`src/hdl/esd_pkg.sv`:
```
// ============================================================================
// esd_pkg
// Shared widths, reciprocal constants and the month-start table for the
// epoch seconds to calendar date pipeline.
// ============================================================================
package esd_pkg;

   localparam int SECS_W  = 31;
   localparam int DAYS_W  = 15;
   localparam int SOD_W   = 17;
   localparam int PIPE_DEPTH = 6;

   // seconds / 86400 == (seconds >> 7) / 675, reciprocal 2^34 / 675 rounded up
   localparam logic [24:0] DAY_RECIP   = 25'd25451659;
   localparam int          DAY_SHIFT   = 34;
   localparam logic [16:0] SECS_PER_DAY = 17'd86400;

   // (sod >> 4) / 225, reciprocal 2^21 / 225 rounded up
   localparam logic [13:0] HOUR_RECIP  = 14'd9321;
   localparam logic [11:0] SECS_PER_HOUR = 12'd3600;

   // (rem >> 2) / 15, reciprocal 2^14 / 15 rounded up
   localparam logic [10:0] MIN_RECIP   = 11'd1093;
   localparam logic [5:0]  SECS_PER_MIN = 6'd60;

   // x / 7, reciprocal 2^18 / 7 rounded up
   localparam logic [15:0] WEEK_RECIP  = 16'd37450;
   localparam logic [2:0]  DAYS_PER_WEEK = 3'd7;
   localparam logic [2:0]  WEEKDAY_AT_EPOCH = 3'd4;

   // x / 1461, reciprocal 2^26 / 1461 rounded up; days counted from 1968-01-01
   localparam logic [15:0] CYCLE_RECIP = 16'd45934;
   localparam logic [10:0] DAYS_PER_CYCLE = 11'd1461;
   localparam logic [9:0]  DAYS_1968_TO_EPOCH = 10'd731;
   localparam logic [8:0]  DAYS_PLAIN_YEAR = 9'd365;
   localparam logic [8:0]  DAYS_LEAP_YEAR  = 9'd366;
   localparam logic [7:0]  YEAR_1968_SINCE_1900 = 8'd68;

   localparam int MONTHS = 12;

   function automatic logic [8:0] month_start(input logic leap, input logic [3:0] idx);
      logic [8:0] base;
      begin
         unique case (idx)
            4'd0:    base = 9'd0;
            4'd1:    base = 9'd31;
            4'd2:    base = 9'd59;
            4'd3:    base = 9'd90;
            4'd4:    base = 9'd120;
            4'd5:    base = 9'd151;
            4'd6:    base = 9'd181;
            4'd7:    base = 9'd212;
            4'd8:    base = 9'd243;
            4'd9:    base = 9'd273;
            4'd10:   base = 9'd304;
            4'd11:   base = 9'd334;
            default: base = 9'd365;
         endcase
         if (leap && (idx >= 4'd2)) begin
            base = base + 9'd1;
         end
         return base;
      end
   endfunction

endpackage

```
`src/hdl/epoch_seconds_to_date_top.sv`:
```
// ============================================================================
// epoch_seconds_to_date_top
// Converts seconds since 1970-01-01 00:00:00 UTC to the broken-down UTC date.
// ============================================================================
//
//  channel   prefix  direction  contents
//  input     req_    in         epoch_seconds (31 bits)
//  result    rsp_    out        second, minute, hour, weekday, year, yday,
//                               month, mday
//
//  Six register stages, one transfer per cycle sustained while the result is not stalled.
//  Stage depth is set by one constant multiply per stage (reciprocal divide).
//  Synchronous reset clears the stage valid bits and holds off the input;
//  payload is not reset.
//  A stalled result freezes the whole pipeline and stalls the input side.
//
module epoch_seconds_to_date_top (
   input  logic        clock,
   input  logic        reset,
   input  logic        req_valid,
   output logic        req_stall,
   input  logic [30:0] req_epoch_seconds,
   output logic        rsp_valid,
   input  logic        rsp_stall,
   output logic [5:0]  rsp_second_of_minute,
   output logic [5:0]  rsp_minute_of_hour,
   output logic [4:0]  rsp_hour_of_day,
   output logic [2:0]  rsp_day_of_week,
   output logic [7:0]  rsp_years_since_1900,
   output logic [8:0]  rsp_day_of_year,
   output logic [3:0]  rsp_month_index,
   output logic [4:0]  rsp_day_of_month
);

   logic                              advance;
   logic [esd_pkg::PIPE_DEPTH-1:0]    valid_ff;
   logic [esd_pkg::PIPE_DEPTH-1:0]    valid_in;
   logic [esd_pkg::DAYS_W-1:0]        days;
   logic [esd_pkg::SOD_W-1:0]         sec_of_day;

   assign advance   = !(valid_ff[esd_pkg::PIPE_DEPTH-1] && rsp_stall);
   assign req_stall = reset || !advance;
   assign rsp_valid = valid_ff[esd_pkg::PIPE_DEPTH-1];

   always_comb begin
      valid_in = valid_ff;
      if (advance) begin
         valid_in = {valid_ff[esd_pkg::PIPE_DEPTH-2:0], req_valid};
      end
   end

   always_ff @(posedge clock) begin
      if (reset) begin
         valid_ff <= '0;
      end else begin
         valid_ff <= valid_in;
      end
   end

   esd_day_split u_day_split (
      .clock      (clock),
      .advance    (advance),
      .secs       (req_epoch_seconds),
      .days       (days),
      .sec_of_day (sec_of_day)
   );

   esd_time_of_day u_time_of_day (
      .clock            (clock),
      .advance          (advance),
      .sec_of_day       (sec_of_day),
      .second_of_minute (rsp_second_of_minute),
      .minute_of_hour   (rsp_minute_of_hour),
      .hour_of_day      (rsp_hour_of_day)
   );

   esd_calendar u_calendar (
      .clock            (clock),
      .advance          (advance),
      .days             (days),
      .day_of_week      (rsp_day_of_week),
      .years_since_1900 (rsp_years_since_1900),
      .day_of_year      (rsp_day_of_year),
      .month_index      (rsp_month_index),
      .day_of_month     (rsp_day_of_month)
   );

   a_reset_empties: assert property (@(posedge clock)
      $past(reset) |-> (valid_ff == '0))
      else $error("pipeline not empty after reset");

   a_stall_freezes: assert property (@(posedge clock) disable iff (reset)
      (rsp_valid && rsp_stall) |=> $stable(valid_ff))
      else $error("valid bits moved during stall");

   a_time_range: assert property (@(posedge clock) disable iff (reset)
      rsp_valid |-> (rsp_hour_of_day <= 5'd23 && rsp_minute_of_hour <= 6'd59
                     && rsp_second_of_minute <= 6'd59))
      else $error("time of day out of range");

   a_date_range: assert property (@(posedge clock) disable iff (reset)
      rsp_valid |-> (rsp_month_index <= 4'd11 && rsp_day_of_month != 5'd0
                     && rsp_day_of_week <= 3'd6 && rsp_day_of_year <= 9'd365))
      else $error("calendar date out of range");

endmodule

```
`src/hdl/esd_day_split.sv`:
```
// ============================================================================
// esd_day_split
// Stages 1-2: splits epoch seconds into whole days and seconds of the day.
// ============================================================================
module esd_day_split (
   input  logic                         clock,
   input  logic                         advance,
   input  logic [esd_pkg::SECS_W-1:0]   secs,
   output logic [esd_pkg::DAYS_W-1:0]   days,
   output logic [esd_pkg::SOD_W-1:0]    sec_of_day
);

   logic [esd_pkg::SECS_W-1:0] secs1_ff;
   logic [48:0]                prod1_ff;
   logic [48:0]                prod1_in;
   logic [esd_pkg::DAYS_W-1:0] days2_ff;
   logic [esd_pkg::DAYS_W-1:0] days2_in;
   logic [esd_pkg::SOD_W-1:0]  sod2_ff;
   logic [esd_pkg::SOD_W-1:0]  sod2_in;
   logic [esd_pkg::SECS_W-1:0] sod_full;

   assign prod1_in = 49'(secs[30:7]) * 49'(esd_pkg::DAY_RECIP);

   always_comb begin
      days2_in = prod1_ff[48:esd_pkg::DAY_SHIFT];
      sod_full = secs1_ff - 31'(days2_in) * 31'(esd_pkg::SECS_PER_DAY);
      sod2_in  = sod_full[esd_pkg::SOD_W-1:0];
   end

   always_ff @(posedge clock) begin
      if (advance) begin
         secs1_ff <= secs;
         prod1_ff <= prod1_in;
         days2_ff <= days2_in;
         sod2_ff  <= sod2_in;
      end
   end

   assign days       = days2_ff;
   assign sec_of_day = sod2_ff;

endmodule

```
`src/hdl/esd_time_of_day.sv`:
```
// ============================================================================
// esd_time_of_day
// Stages 3-6: hours, minutes and seconds from the second of the day.
// ============================================================================
module esd_time_of_day (
   input  logic                        clock,
   input  logic                        advance,
   input  logic [esd_pkg::SOD_W-1:0]   sec_of_day,
   output logic [5:0]                  second_of_minute,
   output logic [5:0]                  minute_of_hour,
   output logic [4:0]                  hour_of_day
);

   logic [26:0]               prod_h3_ff;
   logic [26:0]               prod_h3_in;
   logic [esd_pkg::SOD_W-1:0] sod3_ff;
   logic [4:0]                hour4_ff;
   logic [4:0]                hour4_in;
   logic [11:0]               remh4_ff;
   logic [11:0]               remh4_in;
   logic [esd_pkg::SOD_W-1:0] remh_full;
   logic [4:0]                hour5_ff;
   logic [11:0]               remh5_ff;
   logic [20:0]               prod_m5_ff;
   logic [20:0]               prod_m5_in;
   logic [5:0]                min6_in;
   logic [11:0]               sec_full;
   logic [5:0]                sec6_in;
   logic [5:0]                sec6_ff;
   logic [5:0]                min6_ff;
   logic [4:0]                hour6_ff;

   assign prod_h3_in = 27'(sec_of_day[16:4]) * 27'(esd_pkg::HOUR_RECIP);

   always_comb begin
      hour4_in  = prod_h3_ff[25:21];
      remh_full = sod3_ff - 17'(hour4_in) * 17'(esd_pkg::SECS_PER_HOUR);
      remh4_in  = remh_full[11:0];
   end

   assign prod_m5_in = 21'(remh4_ff[11:2]) * 21'(esd_pkg::MIN_RECIP);

   always_comb begin
      min6_in  = prod_m5_ff[19:14];
      sec_full = remh5_ff - 12'(min6_in) * 12'(esd_pkg::SECS_PER_MIN);
      sec6_in  = sec_full[5:0];
   end

   always_ff @(posedge clock) begin
      if (advance) begin
         prod_h3_ff <= prod_h3_in;
         sod3_ff    <= sec_of_day;
         hour4_ff   <= hour4_in;
         remh4_ff   <= remh4_in;
         hour5_ff   <= hour4_ff;
         remh5_ff   <= remh4_ff;
         prod_m5_ff <= prod_m5_in;
         hour6_ff   <= hour5_ff;
         min6_ff    <= min6_in;
         sec6_ff    <= sec6_in;
      end
   end

   assign second_of_minute = sec6_ff;
   assign minute_of_hour   = min6_ff;
   assign hour_of_day      = hour6_ff;

endmodule

```
`src/hdl/esd_calendar.sv`:
```
// ============================================================================
// esd_calendar
// Stages 3-6: weekday, year, day of year, month and day of month from the
// day count. Years are placed in four-year cycles starting 1968-01-01.
// ============================================================================
module esd_calendar (
   input  logic                        clock,
   input  logic                        advance,
   input  logic [esd_pkg::DAYS_W-1:0]  days,
   output logic [2:0]                  day_of_week,
   output logic [7:0]                  years_since_1900,
   output logic [8:0]                  day_of_year,
   output logic [3:0]                  month_index,
   output logic [4:0]                  day_of_month
);

   // stage 3
   logic [esd_pkg::DAYS_W-1:0] wdv_in;
   logic [esd_pkg::DAYS_W-1:0] wdv3_ff;
   logic [30:0]                wdp3_in;
   logic [30:0]                wdp3_ff;
   logic [esd_pkg::DAYS_W-1:0] dd_in;
   logic [esd_pkg::DAYS_W-1:0] dd3_ff;
   logic [30:0]                cp3_in;
   logic [30:0]                cp3_ff;
   // stage 4
   logic [12:0]                wq;
   logic [esd_pkg::DAYS_W-1:0] wd_full;
   logic [2:0]                 wd4_in;
   logic [2:0]                 wd4_ff;
   logic [4:0]                 cycle4_in;
   logic [4:0]                 cycle4_ff;
   logic [esd_pkg::DAYS_W-1:0] r_full;
   logic [10:0]                r4_in;
   logic [10:0]                r4_ff;
   // stage 5
   logic [10:0]                t;
   logic [1:0]                 yi;
   logic [10:0]                doy_full;
   logic [8:0]                 doy5_in;
   logic [8:0]                 doy5_ff;
   logic                       leap5_in;
   logic                       leap5_ff;
   logic [7:0]                 year5_in;
   logic [7:0]                 year5_ff;
   logic [2:0]                 wd5_ff;
   // stage 6
   logic [3:0]                 month6_in;
   logic [3:0]                 month6_ff;
   logic [8:0]                 dom_full;
   logic [4:0]                 dom6_in;
   logic [4:0]                 dom6_ff;
   logic [2:0]                 wd6_ff;
   logic [7:0]                 year6_ff;
   logic [8:0]                 doy6_ff;

   always_comb begin
      wdv_in  = days + 15'(esd_pkg::WEEKDAY_AT_EPOCH);
      wdp3_in = 31'(wdv_in) * 31'(esd_pkg::WEEK_RECIP);
      dd_in   = days + 15'(esd_pkg::DAYS_1968_TO_EPOCH);
      cp3_in  = 31'(dd_in) * 31'(esd_pkg::CYCLE_RECIP);
   end

   always_comb begin
      wq        = wdp3_ff[30:18];
      wd_full   = wdv3_ff - 15'(wq) * 15'(esd_pkg::DAYS_PER_WEEK);
      wd4_in    = wd_full[2:0];
      cycle4_in = cp3_ff[30:26];
      r_full    = dd3_ff - 15'(cycle4_in) * 15'(esd_pkg::DAYS_PER_CYCLE);
      r4_in     = r_full[10:0];
   end

   // first year of each cycle is the leap year
   always_comb begin
      t = r4_ff - 11'd1;
      if (r4_ff < 11'(esd_pkg::DAYS_LEAP_YEAR)) begin
         yi       = 2'd0;
         leap5_in = 1'b1;
         doy_full = r4_ff;
      end else begin
         leap5_in = 1'b0;
         priority if (t >= 11'(3 * 365)) begin
            yi = 2'd3;
         end else if (t >= 11'(2 * 365)) begin
            yi = 2'd2;
         end else begin
            yi = 2'd1;
         end
         doy_full = t - 11'(yi) * 11'(esd_pkg::DAYS_PLAIN_YEAR);
      end
      doy5_in  = doy_full[8:0];
      year5_in = esd_pkg::YEAR_1968_SINCE_1900 + 8'({cycle4_ff, 2'b00}) + 8'(yi);
   end

   always_comb begin
      month6_in = 4'd0;
      for (int i = 1; i < esd_pkg::MONTHS; i++) begin
         if (esd_pkg::month_start(leap5_ff, 4'(i)) <= doy5_ff) begin
            month6_in = month6_in + 4'd1;
         end
      end
      dom_full = doy5_ff - esd_pkg::month_start(leap5_ff, month6_in) + 9'd1;
      dom6_in  = dom_full[4:0];
   end

   always_ff @(posedge clock) begin
      if (advance) begin
         wdv3_ff   <= wdv_in;
         wdp3_ff   <= wdp3_in;
         dd3_ff    <= dd_in;
         cp3_ff    <= cp3_in;
         wd4_ff    <= wd4_in;
         cycle4_ff <= cycle4_in;
         r4_ff     <= r4_in;
         wd5_ff    <= wd4_ff;
         doy5_ff   <= doy5_in;
         leap5_ff  <= leap5_in;
         year5_ff  <= year5_in;
         wd6_ff    <= wd5_ff;
         year6_ff  <= year5_ff;
         doy6_ff   <= doy5_ff;
         month6_ff <= month6_in;
         dom6_ff   <= dom6_in;
      end
   end

   assign day_of_week      = wd6_ff;
   assign years_since_1900 = year6_ff;
   assign day_of_year      = doy6_ff;
   assign month_index      = month6_ff;
   assign day_of_month     = dom6_ff;

endmodule

```
`config.mk`:
```
export PLATFORM = sky130hd
export DESIGN_NAME = epoch_seconds_to_date_top
export DESIGN_NICKNAME = d
export VERILOG_FILES = /design/src/hdl/esd_pkg.sv /design/src/hdl/epoch_seconds_to_date_top.sv /design/src/hdl/esd_day_split.sv /design/src/hdl/esd_time_of_day.sv /design/src/hdl/esd_calendar.sv
export SDC_FILE = /design/constraint.sdc
export NUM_CORES = 2
export LEC_CHECK = 0
export ABC_AREA = 1
export BUFFER_PORTS_ARGS = -buffer_cell sky130_fd_sc_hd__buf_4
export CAP_MARGIN = 0
export CORE_MARGIN = 2
export CORE_UTILIZATION = 50
export DETAILED_ROUTE_END_ITERATION = 10
export PLACE_DENSITY = 0.66
export SYNTH_ARGS = -nofsm -noshare
export SYNTH_HDL_FRONTEND = slang
export SYNTH_SLANG_ARGS = --single-unit
```
`constraint.sdc`:
```
create_clock -name clock -period 20.1 [get_ports clock]
set_input_delay 6.03 -clock clock [delete_from_list [all_inputs] [get_ports clock]]
set_output_delay 6.03 -clock clock [all_outputs]
set_load 0.01 [all_outputs]
```
==> metrics list <==
- The run finished with clean final reports.
- Counting stages on the worst path, the most repeated cell is sky130_fd_sc_hd__buf_4.
- Max Clk Rate: between 70 and 80 MHz
- Resized cells post-CTS: 0
- After detailed routing, the average wire length per cell comes to between 15 and 20 um.
* Ordered list of cells on the worst path: buf_4, nand2_4, inv_1, or2_2, buf_4
* HPWL Detailed: 54100 um
- The tightest min-delay check is of the flop to flop type.
* Post-synthesis sequential area ratio: between 20% and 30%
- The setup check on the worst reg-to-reg path leaves a slack of approximately 11 ns.
- Total detailed-routing wirelength: 63300 um
* Avg Inst Size Synth: 10.1 um^2
* EDFF count, synth: 223
- In this run the count of I/O pins placed on the die edge is just over 80.
- In this run the number of H-tree levels came out at 1.
- Of the post-synthesis cell area, the dominant cell type holds 28.1%.
- Leaving out fill and tap cells, the most frequent cell in the layout is sky130_fd_sc_hd__inv_1.
* Worst-path cell with the longest stage delay: sky130_fd_sc_hd__nand2_4
- STA classifies the critical path endpoint as a primary output.
- FFs w/ async S/R, synth: 0%
- Setup Skew: between 0.01 and 0.015 ns
* Antenna Cells: 0
- For hold timing, the worst endpoint is u_time_of_day.minute_of_hour[4].
- Setup violations, final: 0
- After detailed routing, the number of remaining DRC violations is 0.
* Post-route minimum period: 13.64 ns
* Net count after synthesis: 4190
- The number of global-route vias before repair was 22107.
- The count of final max-slew check failures came to 0.
* Number of flip-flops and latches in the synthesized netlist: 229
- The cell area that synthesis handed to floorplanning was 31300 um^2.
- Starting density of the core: 50.6%
- Core Region: 61700 um^2
* Number of sinks driven by the clock tree: 229
- Initial antenna violation count: 0
- Overflow left after global routing: 0
- Clock transition at the register clock pins on the worst setup and hold paths after CTS: 0.06 ns
- Maximum cell stage delay along the critical path: 0.69 ns
- At the end of routability-driven placement, the weighted congestion stood at 0.942.
- WS Path Type: primary input to primary output
- Summed over all instances, the cell type with the most area after synthesis is sky130_fd_sc_hd__ha_1.
- Arrival @ worst endpoint: 7.61 ns
- Of the cells placed in the final design, the portion with a size suffix greater than 1 is 6.38%.
* Total of fill cells in the finished design: approximately 5400
* Unrepaired setup endpoints after global routing: no
* Most used DFF post-synth: sky130_fd_sc_hd__edfxtp_1
- Port-buffer cells: 82
* Cell depth of the worst flop-to-flop path: 47
* Required arrival time at the worst endpoint: 14.07 ns
- Endpoints failing hold: 0
- Yosys cell types: 52
- Setup slack on the critical path of the routed design comes to 6.46 ns.
- Post-route antenna net violation count: 0
- Summed over all failing endpoints, the final setup total negative slack is 0 ns.
- Via count: 20682
- Of the available clock period, the critical path in the final layout requires 67.9%.
- Cell count after synthesis: 3103
- TritonCTS built the clock tree.
* End-of-flow core utilization: 54.8%
- For the worst-skew pair, the clock arrives at the later sink with an insertion delay of between 0.5 and 0.6 ns.
- STA classifies the critical path startpoint as a primary input.
- The clock passes through at most 3 buffers.
* Standard-cell rows: 91
* Worst Path Max Fanout: 76
- After detailed routing, the number of vias per cell comes to a little over 5.
* Maximum number of pins on one net before global-route repair: 89
- Post-CTS setup buffers: 0
- During synthesis, Yosys emitted a total of 0 warnings.
- Worst R2R Start: u_calendar.doy5_ff[1]
- Die Wd: 254 um
* Max transition margin: 24.6%
- Height of the die: roughly 250 um
- Max-cap violations in this run came to 0.
- The worst hold path passes through 0 cells.
- From synthesis to final layout, the design area changed by 8.12%.
* Total iterations of the first detailed-routing run: 5
* Slew at the pin closest to its max-slew limit: between 1 and 1.5 ns
- Global routing used 20.6% of the available tracks across all layers.
* Total of hold buffers inserted after clock tree synthesis: 0
* Startpoint of the tightest hold check path: u_time_of_day.prod_m5_ff[18]
* Commonest cells after routing, fill and taps aside: sky130_fd_sc_hd__inv_1, sky130_fd_sc_hd__ha_1, sky130_fd_sc_hd__fa_1, sky130_fd_sc_hd__nand2_1, sky130_fd_sc_hd__edfxtp_1
- Before CTS, the worst setup slack after placement is 6.41 ns.
- Number of buffers created by CTS: 26
* Die area: approximately 65000 um^2
- First-pass GRT wire length: between 100000 and 150000 um
* Root buf cell: sky130_fd_sc_hd__clkbuf_16
* Leading post-synthesis cells by cell area: sky130_fd_sc_hd__ha_1, sky130_fd_sc_hd__fa_1, sky130_fd_sc_hd__edfxtp_1
* Violation count after the first detailed-routing iteration: between 700 and 800
- Final nets: 4298
- In this run the critical register-to-register path is captured at u_calendar.day_of_month[4].
-- stage by stage --
stage	instance area (um^2)	std cells	hold slack [ns]
2_1_floorplan	31300	3103	0.400
3_3_place_gp	32900	4020	0.401
3_5_place_dp	32900	4020	0.405
4_1_cts	33800	4068	0.420
5_1_grt	33800	4068	0.424
6_report	33800	4068	0.417
-- registers in the layout (all words and copies together), names as in the netlist, 9 cells and up --
| register | count |
|---|---|
| u_calendar.day_of_year | 9 |
| u_calendar.dd3_ff | 11 |
| u_calendar.doy5_ff | 9 |
| u_calendar.r4_ff | 11 |
| u_day_split.days | 15 |
| u_day_split.prod1_ff | 16 |
| u_day_split.sec_of_day | 17 |
| u_day_split.secs1_ff | 16 |
| u_time_of_day.remh4_ff | 12 |
| u_time_of_day.sod3_ff | 12 |
-- per-layer routing --
layer  up-vias  GRT usage [%]  share of wire (%)
li1      10242              -                  -
met1     10004           25.1                 42
met2       327           38.1                 51
met3       109           1.83                3.1
met4         0           6.62                3.2
met5         -              0                  0
-- cell type report --
type	count	area (um^2)	share of cell area (%)
repair buffers	84	631	1.87
well taps	837	1050	3.10
flip-flops and latches	229	6820	20.2
clock buffers	27	654	1.94
clock inverters	21	220	0.652
inverters	781	2930	8.68
multi-input cells	2089	21500	63.6
-- cell families after synthesis --
group	after synthesis	share of synthesized area, %
xor gates and xnor gates	154	4.32
adders and majority gates	1052	50.5
DFF	229	21.8
and+or+nand+nor	599	8.69
AOI/OAI and AO/OA	284	5.21
buffers and inverters	785	9.46
-- critical path, delay by kind of cell --
kind	cells	cell delay [ns]
AND/OR/NAND/NOR	2	1.04
buffers and inverters	3	0.54
-- worst max-delay path by stage --
stage | depth (start not counted) | slack (ns) | start | end
finish | 5 | 6.46 | rsp_stall | req_stall
CTS | 5 | 6.41 | rsp_stall | req_stall
global route | 5 | 6.24 | rsp_stall | req_stall
floorplan | 3 | 1.83 | rsp_stall | req_stall
global placement | 5 | 6.46 | rsp_stall | req_stall
detailed placement | 5 | 6.41 | rsp_stall | req_stall
-- cells in the mapped netlist (3+ instances only) --
library cell                  n
sky130_fd_sc_hd__inv_1      763
sky130_fd_sc_hd__fa_1       350
sky130_fd_sc_hd__a31oi_1     19
sky130_fd_sc_hd__ha_1       702
sky130_fd_sc_hd__a211oi_1     4
sky130_fd_sc_hd__o211ai_1    14
sky130_fd_sc_hd__xor2_1     106
sky130_fd_sc_hd__or2_2        6
sky130_fd_sc_hd__nand2_4     10
sky130_fd_sc_hd__o21bai_1    10
sky130_fd_sc_hd__nor2_1     137
sky130_fd_sc_hd__o2111ai_1    3
sky130_fd_sc_hd__nand4_1     23
sky130_fd_sc_hd__nor3_1      17
sky130_fd_sc_hd__a21o_1       5
sky130_fd_sc_hd__inv_2       17
sky130_fd_sc_hd__nand3b_1     3
sky130_fd_sc_hd__o221ai_1     3
sky130_fd_sc_hd__nand3_1     69
sky130_fd_sc_hd__dfxtp_1      6
sky130_fd_sc_hd__nor4_1       7
sky130_fd_sc_hd__a21oi_1    139
sky130_fd_sc_hd__edfxtp_1   223
sky130_fd_sc_hd__nand3_2     12
sky130_fd_sc_hd__a221oi_1     3
sky130_fd_sc_hd__o21ai_0     65
sky130_fd_sc_hd__nand2_1    285
sky130_fd_sc_hd__xnor2_1     48
sky130_fd_sc_hd__nand2_2     17
sky130_fd_sc_hd__nor2_2       4
Power is not shown: default switching activity piles up to over one toggle a cycle in this logic, so the estimate is an artifact.
